## src/sv/sdrg_pkg.sv

```systemverilog
`default_nettype none
package sdrg_pkg;

  // field widths
  localparam int unsigned WORD_W  = 32;
  localparam int unsigned COUNT_W = 31;
  localparam int unsigned DIR_W   = 8;
  localparam int unsigned MIDX_W  = 3;
  localparam int unsigned MAX_MOTORS = 8;

  // input word layout, lowest field first
  localparam int unsigned IN_MOTOR_LO  = 0;
  localparam int unsigned IN_FRAC_LO   = IN_MOTOR_LO + MIDX_W;
  localparam int unsigned IN_DIR_LO    = IN_FRAC_LO + WORD_W;
  localparam int unsigned IN_ACCEL_LO  = IN_DIR_LO + DIR_W;
  localparam int unsigned IN_TRAVEL_LO = IN_ACCEL_LO + COUNT_W;
  localparam int unsigned IN_DECEL_LO  = IN_TRAVEL_LO + COUNT_W;
  localparam int unsigned IN_SERIES_LO = IN_DECEL_LO + COUNT_W;
  localparam int unsigned IN_RAMP_LO   = IN_SERIES_LO + WORD_W;
  localparam int unsigned IN_TDLY_LO   = IN_RAMP_LO + WORD_W;
  localparam int unsigned IN_DATA_W    = IN_TDLY_LO + WORD_W;
  localparam int unsigned IN_USER_W    = 3;

  // output word layout
  localparam int unsigned OUT_DATA_W = 2 * DIR_W + WORD_W;
  localparam int unsigned OUT_USER_W = 3;

  // operation codes
  typedef enum logic [1:0] {
    OP_LOAD    = 2'd0,
    OP_START   = 2'd1,
    OP_ADVANCE = 2'd2
  } op_t;

  // ramp phase codes
  typedef enum logic [1:0] {
    PH_ACCEL  = 2'd0,
    PH_TRAVEL = 2'd1,
    PH_DECEL  = 2'd2,
    PH_DONE   = 2'd3
  } phase_t;

  // accumulator bank control
  typedef struct packed {
    logic                   load;
    logic [MIDX_W-1:0]      motor;
    logic [WORD_W-1:0]      value;
    logic                   clear;
    logic                   advance;
  } acc_ctl_t;

endpackage
`default_nettype wire

```

## src/sv/stepper_dda_ramp_generator.sv

```systemverilog
`default_nettype none
// channel | ports                      | word contents
// --------+----------------------------+-------------------------------------------
// in      | in_tvalid/in_tready        | load fraction, start segment, advance loop
// out     | out_tvalid/out_tready      | one result word per advance
//
// load and start complete in the idle state as they are taken; an advance goes
// through the emit state, and first through the bit-serial divider when the
// ramp delay is updated (accel with n nonzero and every decel loop)
// reset clears all segment state, fractions and accumulators
// a finished result sits in the output register while the next word is taken;
// a stalled output holds the block only when a second result is ready
module stepper_dda_ramp_generator #(
  parameter int unsigned MOTORS              = 8,
  parameter int unsigned DELAY_FRACTION_BITS = 5
) (
  input  wire logic                              clk,
  input  wire logic                              rst_n,
  input  wire logic                              in_tvalid,
  output logic                                   in_tready,
  // motor, fraction, dir_mask, accel_loop_count, travel_loop_count,
  // decel_loop_count, series_start, ramp_delay_start, travel_delay
  input  wire logic [sdrg_pkg::IN_DATA_W-1:0]    in_tdata,
  // op, exit_marker
  input  wire logic [sdrg_pkg::IN_USER_W-1:0]    in_tuser,
  output logic                                   out_tvalid,
  input  wire logic                              out_tready,
  // step_pulses, step_directions, loop_delay
  output logic [sdrg_pkg::OUT_DATA_W-1:0]        out_tdata,
  // phase, done_res
  output logic [sdrg_pkg::OUT_USER_W-1:0]        out_tuser
);

  localparam int unsigned W  = sdrg_pkg::WORD_W;
  localparam int unsigned CW = sdrg_pkg::COUNT_W;
  localparam int unsigned DW = sdrg_pkg::DIR_W;

  typedef enum logic [1:0] {
    ST_IDLE,
    ST_DIV,
    ST_EMIT
  } state_t;

  // input fields
  logic [1:0]                  in_op;
  logic                        in_exit;
  logic [sdrg_pkg::MIDX_W-1:0] in_motor;
  logic [W-1:0]                in_fraction;
  logic [DW-1:0]               in_dirs;
  logic [CW-1:0]               in_accel;
  logic [CW-1:0]               in_travel;
  logic [CW-1:0]               in_decel;
  logic [W-1:0]                in_series;
  logic [W-1:0]                in_ramp;
  logic [W-1:0]                in_tdelay;

  assign in_op       = in_tuser[1:0];
  assign in_exit     = in_tuser[2];
  assign in_motor    = in_tdata[sdrg_pkg::IN_MOTOR_LO  +: sdrg_pkg::MIDX_W];
  assign in_fraction = in_tdata[sdrg_pkg::IN_FRAC_LO   +: W];
  assign in_dirs     = in_tdata[sdrg_pkg::IN_DIR_LO    +: DW];
  assign in_accel    = in_tdata[sdrg_pkg::IN_ACCEL_LO  +: CW];
  assign in_travel   = in_tdata[sdrg_pkg::IN_TRAVEL_LO +: CW];
  assign in_decel    = in_tdata[sdrg_pkg::IN_DECEL_LO  +: CW];
  assign in_series   = in_tdata[sdrg_pkg::IN_SERIES_LO +: W];
  assign in_ramp     = in_tdata[sdrg_pkg::IN_RAMP_LO   +: W];
  assign in_tdelay   = in_tdata[sdrg_pkg::IN_TDLY_LO   +: W];

  // segment state
  state_t                   state_r, state_nxt;
  logic [DW-1:0]            dirs_r, dirs_nxt;
  logic [CW-1:0]            accel_r, accel_nxt;
  logic [CW-1:0]            travel_r, travel_nxt;
  logic [CW-1:0]            decel_r, decel_nxt;
  logic [W-1:0]             series_r, series_nxt;
  logic [W-1:0]             ramp_r, ramp_nxt;
  logic [W-1:0]             divrem_r, divrem_nxt;
  logic [W-1:0]             tcyc_r, tcyc_nxt;
  logic                     active_r, active_nxt;

  // pending result
  logic [DW-1:0]            pend_pulses_r, pend_pulses_nxt;
  sdrg_pkg::phase_t         pend_phase_r, pend_phase_nxt;
  logic                     pend_done_r, pend_done_nxt;

  // output register
  logic                     out_valid_r, out_valid_nxt;
  logic [DW-1:0]            out_pulses_r, out_pulses_nxt;
  logic [DW-1:0]            out_dirs_r, out_dirs_nxt;
  logic [W-1:0]             out_delay_r, out_delay_nxt;
  sdrg_pkg::phase_t         out_phase_r, out_phase_nxt;
  logic                     out_done_r, out_done_nxt;

  logic                     in_fire;
  sdrg_pkg::acc_ctl_t       acc_ctl;
  logic [DW-1:0]            acc_pulses;
  logic                     div_start;
  logic [W-1:0]             div_dividend;
  logic [W-1:0]             div_divisor;
  logic                     div_done;
  logic [W-1:0]             div_quo;
  logic [W-1:0]             div_rem;
  logic [W-1:0]             emit_delay;

  assign in_tready = (state_r == ST_IDLE);
  assign in_fire   = in_tvalid && in_tready;

  // accumulator bank control from the accepted word
  always_comb begin
    acc_ctl.load    = in_fire && (in_op == sdrg_pkg::OP_LOAD);
    acc_ctl.motor   = in_motor;
    acc_ctl.value   = in_fraction;
    acc_ctl.clear   = in_fire && (in_op == sdrg_pkg::OP_START) && !in_exit;
    acc_ctl.advance = in_fire && (in_op == sdrg_pkg::OP_ADVANCE) && active_r;
  end

  sdrg_accum #(
    .MOTORS (MOTORS)
  ) u_accum (
    .clk    (clk),
    .rst_n  (rst_n),
    .ctl    (acc_ctl),
    .pulses (acc_pulses)
  );

  // ramp divide operands: (2c + r) over 4n + 1 or 4n - 1
  assign div_dividend = {ramp_r[W-2:0], 1'b0} + divrem_r;
  assign div_divisor  = (accel_r != '0) ? {series_r[W-3:0], 2'b01}
                                        : {series_r[W-3:0], 2'b00} - W'(1);

  sdrg_div u_div (
    .clk       (clk),
    .rst_n     (rst_n),
    .start     (div_start),
    .dividend  (div_dividend),
    .divisor   (div_divisor),
    .done      (div_done),
    .quotient  (div_quo),
    .remainder (div_rem)
  );

  // delay reported for the pending phase
  always_comb begin
    case (pend_phase_r) inside
      sdrg_pkg::PH_ACCEL, sdrg_pkg::PH_DECEL: emit_delay = ramp_r >> DELAY_FRACTION_BITS;
      sdrg_pkg::PH_TRAVEL:                    emit_delay = tcyc_r;
      default:                                emit_delay = '0;
    endcase
  end

  // sequencer
  always_comb begin
    state_nxt       = state_r;
    dirs_nxt        = dirs_r;
    accel_nxt       = accel_r;
    travel_nxt      = travel_r;
    decel_nxt       = decel_r;
    series_nxt      = series_r;
    ramp_nxt        = ramp_r;
    divrem_nxt      = divrem_r;
    tcyc_nxt        = tcyc_r;
    active_nxt      = active_r;
    pend_pulses_nxt = pend_pulses_r;
    pend_phase_nxt  = pend_phase_r;
    pend_done_nxt   = pend_done_r;
    out_valid_nxt   = out_valid_r;
    out_pulses_nxt  = out_pulses_r;
    out_dirs_nxt    = out_dirs_r;
    out_delay_nxt   = out_delay_r;
    out_phase_nxt   = out_phase_r;
    out_done_nxt    = out_done_r;
    div_start       = 1'b0;

    if (out_valid_r && out_tready) begin
      out_valid_nxt = 1'b0;
    end

    unique case (state_r)
      ST_IDLE: begin
        if (in_fire) begin
          unique case (in_op)
            sdrg_pkg::OP_START: begin
              if (!in_exit) begin
                dirs_nxt   = in_dirs;
                accel_nxt  = in_accel;
                travel_nxt = in_travel;
                decel_nxt  = in_decel;
                series_nxt = in_series;
                ramp_nxt   = in_ramp;
                tcyc_nxt   = in_tdelay;
                divrem_nxt = '0;
                active_nxt = 1'b1;
              end
            end
            sdrg_pkg::OP_ADVANCE: begin
              state_nxt = ST_EMIT;
              if (!active_r) begin
                pend_pulses_nxt = '0;
                pend_phase_nxt  = sdrg_pkg::PH_DONE;
                pend_done_nxt   = 1'b1;
              end else begin
                pend_pulses_nxt = acc_pulses;
                pend_done_nxt   = 1'b0;
                if (accel_r != '0) begin
                  accel_nxt      = accel_r - 1'b1;
                  series_nxt     = series_r + 1'b1;
                  pend_phase_nxt = sdrg_pkg::PH_ACCEL;
                  if (series_r != '0) begin
                    div_start = 1'b1;
                    state_nxt = ST_DIV;
                  end
                end else if (travel_r != '0) begin
                  travel_nxt     = travel_r - 1'b1;
                  pend_phase_nxt = sdrg_pkg::PH_TRAVEL;
                end else if (decel_r != '0) begin
                  decel_nxt      = decel_r - 1'b1;
                  series_nxt     = series_r - 1'b1;
                  pend_phase_nxt = sdrg_pkg::PH_DECEL;
                  div_start      = 1'b1;
                  state_nxt      = ST_DIV;
                end else begin
                  active_nxt     = 1'b0;
                  pend_done_nxt  = 1'b1;
                  pend_phase_nxt = sdrg_pkg::PH_DONE;
                end
              end
            end
            default: begin
              // fraction loads live in the accumulator bank
            end
          endcase
        end
      end
      ST_DIV: begin
        if (div_done) begin
          ramp_nxt   = (pend_phase_r == sdrg_pkg::PH_ACCEL) ? ramp_r - div_quo
                                                            : ramp_r + div_quo;
          divrem_nxt = div_rem;
          state_nxt  = ST_EMIT;
        end
      end
      ST_EMIT: begin
        if (!out_valid_r || out_tready) begin
          out_valid_nxt  = 1'b1;
          out_pulses_nxt = pend_pulses_r;
          out_dirs_nxt   = dirs_r;
          out_delay_nxt  = emit_delay;
          out_phase_nxt  = pend_phase_r;
          out_done_nxt   = pend_done_r;
          state_nxt      = ST_IDLE;
        end
      end
      default: begin
        state_nxt = ST_IDLE;
      end
    endcase
  end

  always_ff @(posedge clk) begin
    pend_pulses_r <= pend_pulses_nxt;
    pend_phase_r  <= pend_phase_nxt;
    pend_done_r   <= pend_done_nxt;
    out_pulses_r  <= out_pulses_nxt;
    out_dirs_r    <= out_dirs_nxt;
    out_delay_r   <= out_delay_nxt;
    out_phase_r   <= out_phase_nxt;
    out_done_r    <= out_done_nxt;
    if (!rst_n) begin
      state_r     <= ST_IDLE;
      dirs_r      <= '0;
      accel_r     <= '0;
      travel_r    <= '0;
      decel_r     <= '0;
      series_r    <= '0;
      ramp_r      <= '0;
      divrem_r    <= '0;
      tcyc_r      <= '0;
      active_r    <= 1'b0;
      out_valid_r <= 1'b0;
    end else begin
      state_r     <= state_nxt;
      dirs_r      <= dirs_nxt;
      accel_r     <= accel_nxt;
      travel_r    <= travel_nxt;
      decel_r     <= decel_nxt;
      series_r    <= series_nxt;
      ramp_r      <= ramp_nxt;
      divrem_r    <= divrem_nxt;
      tcyc_r      <= tcyc_nxt;
      active_r    <= active_nxt;
      out_valid_r <= out_valid_nxt;
    end
  end

  assign out_tvalid = out_valid_r;
  assign out_tdata  = {out_delay_r, out_dirs_r, out_pulses_r};
  assign out_tuser  = {out_done_r, out_phase_r};

endmodule
`default_nettype wire

```

## src/sv/sdrg_div.sv

```systemverilog
`default_nettype none
// restoring divider, one quotient bit per cycle
module sdrg_div (
  input  wire logic                      clk,
  input  wire logic                      rst_n,
  input  wire logic                      start,
  input  wire logic [sdrg_pkg::WORD_W-1:0] dividend,
  input  wire logic [sdrg_pkg::WORD_W-1:0] divisor,
  output logic                           done,
  output logic [sdrg_pkg::WORD_W-1:0]    quotient,
  output logic [sdrg_pkg::WORD_W-1:0]    remainder
);

  localparam int unsigned W   = sdrg_pkg::WORD_W;
  localparam int unsigned CNT_W = $clog2(W);

  logic [W-1:0]     quo_r, quo_nxt;
  logic [W-1:0]     rem_r, rem_nxt;
  logic [W-1:0]     dvs_r, dvs_nxt;
  logic [CNT_W-1:0] cnt_r, cnt_nxt;
  logic             busy_r, busy_nxt;
  logic             done_r, done_nxt;

  logic [W:0] shifted;
  logic [W:0] diff;
  logic       ge;

  // trial subtract of the shifted partial remainder
  assign shifted = {rem_r, quo_r[W-1]};
  assign diff    = shifted - {1'b0, dvs_r};
  assign ge      = shifted >= {1'b0, dvs_r};

  always_comb begin
    quo_nxt  = quo_r;
    rem_nxt  = rem_r;
    dvs_nxt  = dvs_r;
    cnt_nxt  = cnt_r;
    busy_nxt = busy_r;
    done_nxt = 1'b0;
    if (start) begin
      quo_nxt  = dividend;
      rem_nxt  = '0;
      dvs_nxt  = divisor;
      cnt_nxt  = '0;
      busy_nxt = 1'b1;
    end else if (busy_r) begin
      quo_nxt = {quo_r[W-2:0], ge};
      rem_nxt = ge ? diff[W-1:0] : shifted[W-1:0];
      cnt_nxt = cnt_r + 1'b1;
      if (cnt_r == CNT_W'(W - 1)) begin
        busy_nxt = 1'b0;
        done_nxt = 1'b1;
      end
    end
  end

  always_ff @(posedge clk) begin
    quo_r <= quo_nxt;
    rem_r <= rem_nxt;
    dvs_r <= dvs_nxt;
    cnt_r <= cnt_nxt;
    if (!rst_n) begin
      busy_r <= 1'b0;
      done_r <= 1'b0;
    end else begin
      busy_r <= busy_nxt;
      done_r <= done_nxt;
    end
  end

  assign done      = done_r;
  assign quotient  = quo_r;
  assign remainder = rem_r;

endmodule
`default_nettype wire

```

## src/sv/sdrg_accum.sv

```systemverilog
`default_nettype none
// per-motor fractions and phase accumulators
module sdrg_accum #(
  parameter int unsigned MOTORS = 8
) (
  input  wire logic                         clk,
  input  wire logic                         rst_n,
  input  wire sdrg_pkg::acc_ctl_t           ctl,
  output logic [sdrg_pkg::MAX_MOTORS-1:0]   pulses
);

  localparam int unsigned W = sdrg_pkg::WORD_W;

  logic [W-1:0] frac_r [MOTORS];
  logic [W-1:0] acc_r  [MOTORS];
  logic [W-1:0] sum    [MOTORS];

  for (genvar i = 0; i < MOTORS; i++) begin : g_motor
    // top bit rising 0 to 1 makes a step
    assign sum[i]    = acc_r[i] + frac_r[i];
    assign pulses[i] = ~acc_r[i][W-1] & sum[i][W-1];

    always_ff @(posedge clk) begin
      if (!rst_n) begin
        frac_r[i] <= '0;
        acc_r[i]  <= '0;
      end else begin
        if (ctl.load && ctl.motor == sdrg_pkg::MIDX_W'(i)) begin
          frac_r[i] <= ctl.value;
        end
        if (ctl.clear) begin
          acc_r[i] <= '0;
        end else if (ctl.advance) begin
          acc_r[i] <= sum[i];
        end
      end
    end
  end

  // motors not built never step
  if (MOTORS < sdrg_pkg::MAX_MOTORS) begin : g_unused
    assign pulses[sdrg_pkg::MAX_MOTORS-1:MOTORS] = '0;
  end

endmodule
`default_nettype wire
```

## config.mk

```make
export PLATFORM = sky130hd
export DESIGN_NAME = stepper_dda_ramp_generator
export DESIGN_NICKNAME = d
export VERILOG_FILES = /design/src/sv/sdrg_pkg.sv /design/src/sv/stepper_dda_ramp_generator.sv /design/src/sv/sdrg_div.sv /design/src/sv/sdrg_accum.sv
export SDC_FILE = /design/constraint.sdc
export NUM_CORES = 2
export LEC_CHECK = 0
export ABC_CLOCK_PERIOD_IN_PS = 16800
export BUFFER_PORTS_ARGS = -buffer_cell sky130_fd_sc_hd__buf_2
export CAP_MARGIN = 40
export CORE_MARGIN = 5
export CORE_UTILIZATION = 50
export DETAILED_ROUTE_END_ITERATION = 10
export PLACE_DENSITY = 0.67
export SYNTH_ARGS = -nofsm -noshare
export SYNTH_HDL_FRONTEND = slang
export SYNTH_SLANG_ARGS = --single-unit
```

## constraint.sdc

```tcl
create_clock -name clk -period 16.8 [get_ports clk]
set_input_delay 0.84 -clock clk [delete_from_list [all_inputs] [get_ports clk]]
set_output_delay 0.84 -clock clk [all_outputs]
set_load 0.005 [all_outputs]
```

After elaboration in Yosys (flattened, before gate mapping):

Memories as Yosys holds them, arrays and structs flattened.
Cells that the tools add are included.

* eq/ne operators: 29
* add/sub/neg operators: 19
* $lt $le $gt $ge: 1
* bitwise gates (word level): 44
* muxes and demuxes: 130
* reductions and logical operators: 42

Operator list (count)
* 32-bit 2-to-1 mux: 42
* 31-bit 2-to-1 mux: 12
* 32-bit adder: 10
* 32-bit case mux with 2 select lines: 3
* 31-bit case mux with 2 select lines: 3
* 31-bit nonzero test: 3
* 31-bit by 1-bit subtractor with 31-bit output (second input constant): 3
* 32-bit by 1-bit subtractor with 32-bit output (second input constant): 2
* 32-bit subtractor: 2
* 1-bit 2-to-1 mux: 55
* 27-bit 2-to-1 mux: 2
* 33-bit by 32-bit greater-or-equal comparator with 1-bit output: 1
* 32-bit by 1-bit adder with 32-bit output (second input constant): 1
* 32-bit nonzero test: 1
* 1-bit bitwise OR: 24
* 2-bit 2-to-1 mux: 11
* 1-bit logical AND: 15
* 2-bit by 1-bit inequality test with 1-bit output (second input constant): 7
* 7-bit AND reduction: 2
* 3-bit equality test (second input constant): 4
* 2-bit inequality test (second input constant): 6
* 1-bit NOT: 12
* 4-bit AND reduction: 3
* 1-bit bitwise AND: 8
* 22 further kinds: 33

* output and inout port bits: 53
* RAM bits: 512
* register bits: 398
* word-level logic and storage cells: 294
* memories: 2

Memory list
* u_accum.acc_r: words 8, bits a word 32, rd ports 8, clocked after memory_dff 0, wr ports 8, RTL line sdrg_accum.sv:15 `logic [W-1:0] acc_r [MOTORS];`
* u_accum.frac_r: words 8, bits a word 32, rd ports 8, clocked after memory_dff 0, wr ports 8, RTL line sdrg_accum.sv:14 `logic [W-1:0] frac_r [MOTORS];`

Depth between registers and ports, before layout:

* depth after elaboration: 9
* depth in mapped cells: 21
* depth with buffers taken out: 21

Hierarchy:

A second synthesis with hierarchy kept.

* cells, all modules: 5923
* area, all modules: 55811.0 sq um

Modules (own cells, without submodules)
* sdrg_accum: area an instance 30839.6 sq um, cells each 2843, instances 1
* stepper_dda_ramp_generator: area an instance 19174.6 sq um, cells each 2515, instances 1
* sdrg_div: area an instance 5796.8 sq um, cells each 565, instances 1

Worst setup path after synthesis:

OpenSTA, ideal clock, no wires.

* path type: input to register
* from: input port rst_n
* to: memory u_accum.acc_r[0][0] (netlist name), enable pin
* arrival: 6.617 ns
* setup time: 2.299 ns
* data required time: 14.501 ns
* setup slack: 7.883 ns
* cell stages on the path: 4
* cell sequence: clkbuf_1 clkbuf_1 clkbuf_1 nand3_1

RTL lines
* start: declaration: RTL line stepper_dda_ramp_generator.sv:18 `input wire logic rst_n,`
* end: declaration: RTL line sdrg_accum.sv:15

Final worst setup path:

* from: register pend_phase_r[1]
* to: register ramp_r[30]

* longest elaborated chain between the ends: 4

Ends and longest elaborated chain
* start: declaration: RTL line stepper_dda_ramp_generator.sv:83 `sdrg_pkg::phase_t pend_phase_r, pend_phase_nxt;`
* start signal: assignment: RTL line stepper_dda_ramp_generator.sv:261 `pend_phase_r <= pend_phase_nxt;`
* 2-bit zero test: RTL line stepper_dda_ramp_generator.sv:236 `ramp_nxt = (pend_phase_r == sdrg_pkg::PH_ACCEL) ? ramp_r - div_quo`
* 32-bit 2-to-1 mux: RTL line stepper_dda_ramp_generator.sv:236
* 32-bit 2-to-1 mux: RTL line stepper_dda_ramp_generator.sv:235 `if (div_done) begin`
* 32-bit case mux with 2 select lines: RTL line stepper_dda_ramp_generator.sv:178 `unique case (state_r)`
* end signal: assignment: RTL line stepper_dda_ramp_generator.sv:287 `ramp_r <= ramp_nxt;`
* end: declaration: RTL line stepper_dda_ramp_generator.sv:76 `logic [W-1:0] ramp_r, ramp_nxt;`

No other way between the ends. The select of a mux whose other input is x is not followed.
A chain may end at the register's enable or synchronous reset.

==> impl_metrics.toml <==
[synthesis]
synthMuxAreaShare = 0.00447
ys_seq_area_frac = 0.450
yosysTopAreaCell = "edfxtp_1"
synthTopCellsByArea = "edfxtp_1, dfxtp_1, ha_1"
ys.warnings.count = 0
synth_cells = 5826
synth-main-ff-cell = "edfxtp_1"
netlist_area_um2 = 54600
yosysTopAreaCellShare = 0.350
synth_top_family_by_area = "simple AND/OR/NAND/NOR gates"
ys_types = 90
synth-edff-count = 637
synth_simple_gate_area_frac = 0.188
ys_seq_elements = 909
synth.avg_cell_area_um2 = 9.38
synth_fa_ha_area_frac = 0.0842
synth_xor_area_frac = 0.0543
synth_compound_area_frac = 0.188
syn_nets = 6426
async_flop_share = 0

[worst_setup_path]
crit_arrival_ns = 5.59
worst-setup-path-type = "flop to flop"
cp_slowest_cell = "nor2_1"
start_kind = "flop"
required_ns = 17.38
path_max_fanout = 31
slowest_delay_ns = 0.86
crit_family = "compound AO/OA/AOI/OAI gates"
path_cells = "nor2_1, nor2_1, xnor2_1, ha_1, a21o_1, a21oi_1, o211ai_1, a41oi_1, o21ai_0, a21bo_2, a21oi_1, o21ai_0, mux2i_1, o221ai_1, o31ai_1"
setup.worst_path.end_class = "flop"
cp_num_buf_inv = 0

[sta]
drv_slew = 0
final.setup.tns_ns = 0
clock.fmax_ghz = 0.200
rsz0062_at_grt = "false"
tightest_slew_ns = 0.976
skew_ns = 0.0165
finalCriticalPeriod_ns = 5.01
hold_viol_final = 0
setup_viol = 0
slew-limit-headroom = 0.349
finalCritPeriodShare = 0.298

[clock_network]
clk_pin_slew_ns = 0.06
cts_tree = "built"
clock_latency_ns = 0.68
cts_buffers = 103
root_buffer = "clkbuf_16"
postCtsResizedCells = 0
htreeDepth = 3
clock_path_buffers = 3
postCtsSetupBuffers = 0
ctsHoldBuffers = 0
clock_sinks = 909

[grt]
grt_max_degree = 171
antenna_found_initial = 13
grt_pass1_wl_um = 236000
grtUsageTotal = 0.251
grt_pass1_vias = 42094
grt_overflow = 0

[drt]
detailroute.via_count = 44508
detail_route.wl_per_cell_um = 20.0
ant_nets = 0
first_pass_iters = 6
routed_wl_um = 151000
vias_per_cell = 5.91
drt_iter0_markers = 4364
drc = 0

[pwr]
ir_drop_mv = 0.0897
leakage_nw = 24.7
p_per_area_nw_per_um2 = 100

[cells_and_area]
fin_nets = 6625
fillers = 9583
final_util = 0.560
drive_gt1_frac = 0.0993
area_growth_pct = 11.5

[flow_run]
max-cap-violations = 0

[outcome]
outcome = "complete, no violations"

[die]
core-area_um2 = 109000
dieWidth_um = 341
dieArea_um2 = 116000
die_h_um = 341
io_pins = 292
start_util = 0.502
rows = 121

[place]
gp_congestion = 0.917
port_buffers = 291
dp_hpwl_um = 104000

[min_path]
hold_class = "flop to flop"
## flip-flops by register name, summed over array words and instances (netlist names), 2 cells and up
name,cells
pend_pulses_r,8
out_dirs_r,8
accel_r,31
ramp_r,32
out_pulses_r,8
pend_phase_r,2
u_div.dvs_r,31
dirs_r,8
series_r,32
u_div.cnt_r,5
decel_r,31
tcyc_r,32
state_r,2
u_div.quotient,32
u_accum.acc_r,256
u_accum.frac_r,256
divrem_r,32
out_delay_r,32
out_phase_r,2
travel_r,31
u_div.remainder,32
## cells in the final DEF, fill, tap and decap left out, types with 45 or more instances in the layout
| cell | synthesis | layout |
|---|---|---|
| edfxtp_1 | 637 | 637 |
| clkbuf_16 | 0 | 106 |
| buf_2 | 12 | 290 |
| a31oi_1 | 47 | 47 |
| inv_1 | 192 | 191 |
| a211oi_1 | 73 | 73 |
| o21ai_0 | 384 | 376 |
| a21oi_1 | 497 | 495 |
| nand2_1 | 501 | 501 |
| o31ai_1 | 48 | 48 |
| nor2b_1 | 57 | 53 |
| ha_1 | 350 | 350 |
| buf_4 | 2 | 55 |
| dfxtp_1 | 272 | 271 |
| xnor2_1 | 172 | 172 |
| nand2b_1 | 53 | 50 |
| and2_1 | 298 | 298 |
| and3_1 | 45 | 45 |
| nor3_1 | 142 | 141 |
| a21o_1 | 148 | 148 |
| nor2_1 | 618 | 612 |
| nand3_1 | 134 | 133 |
| nand4_1 | 47 | 47 |
| xor2_1 | 164 | 164 |
| a21boi_0 | 82 | 82 |
| o21a_1 | 46 | 46 |
## power breakdown
part           leakage [nW]  internal (mW)  switching (mW)
registers              8.73           2.52           0.111
clock network          1.62           1.25           0.936
logic                  14.3          0.495           0.772
## synth_stat cells, types with 10 or more instances
cell type / instances
a21o_1: 148
and2_1: 298
nor4_1: 45
clkbuf_1: 235
xor2_1: 164
inv_1: 192
nand3_1: 134
a221oi_1: 10
nor3b_1: 22
and3_1: 45
o31ai_1: 48
nand2_1: 501
nor2_1: 618
o21ai_0: 384
fa_1: 11
o211ai_1: 29
a22oi_1: 40
mux2i_1: 21
nor2b_1: 57
buf_2: 12
a21boi_0: 82
xnor2_1: 172
dfxtp_1: 272
ha_1: 350
or2_2: 30
o21a_1: 46
a211oi_1: 73
nand2b_1: 53
or3_1: 36
o221ai_1: 26
edfxtp_1: 637
o22ai_1: 14
a31oi_1: 47
nand3b_1: 38
o21bai_1: 44
a41oi_1: 11
a211o_1: 11
o41ai_1: 15
a21oi_1: 497
nor3_1: 142
nand4_1: 47
or4_1: 13
## kinds of logic (layout without fill, tap and decap cells)
kind of cell	Yosys count	in the layout
fa+ha+maj	361	361
flops	909	909
simple gates	2112	2112
xor+xnor	337	337
other cells	0	7
buf+inv	452	739
compound gates	1631	1631
mux	24	24
## per-stage QoR
step,total power [mW],cell area (um^2),hold WS [ns],std cells,setup slack (ns)
floorplan,3.59,54600,0.400,5826,7.88
global placement,3.90,57400,0.405,7325,11.97
detailed placement,3.93,57600,0.405,7333,11.90
CTS,6.12,60900,0.362,7526,11.87
global route,6.39,60900,0.381,7532,11.36
finish,6.09,60900,0.410,7534,11.79
## layer usage
layer | track usage | vias up | part of all wire
li1 | - | 21662 | -
met3 | 0.0364 | 258 | 0.062
met2 | 0.400 | 1458 | 0.45
met4 | 0.0814 | 2 | 0.034
met5 | 0 | - | 0.000046
met1 | 0.354 | 21128 | 0.46
## worst register-to-register path: stages, from the launching register on
cell and delay (ns):
edfxtp_1 0.74, nor2_1 0.86, nor2_1 0.12, xnor2_1 0.17, ha_1 0.32, a21o_1 0.19, a21oi_1 0.31, o211ai_1 0.19
a41oi_1 0.48, o21ai_0 0.26, a21bo_2 0.27, a21oi_1 0.31, o21ai_0 0.16, mux2i_1 0.17, o221ai_1 0.13, o31ai_1 0.25
## area by class of cell
class | instances | area (um^2) | share of cell area
flip-flops and latches | 909 | 24600 | 0.403
clock inverters | 60 | 417 | 0.00684
inverters | 192 | 723 | 0.0119
well taps | 1414 | 1770 | 0.0290
multi-input cells | 4465 | 28500 | 0.468
repair buffers | 354 | 2070 | 0.0339
diodes | 7 | 17.5 | 0.000288
clock buffers | 133 | 2840 | 0.0467
## worst paths after layout
kind | startpoint | endpoint | slack [ns] | cells after the start
max | pend_phase_r[1] | ramp_r[30] | 11.79 | 15
min | pend_pulses_r[6] | out_pulses_r[6] | 0.41 | 0
max reg2reg | pend_phase_r[1] | ramp_r[30] | 11.79 | 15
min reg2reg | pend_pulses_r[6] | out_pulses_r[6] | 0.41 | 0
Power figures use the tool's default switching activity.
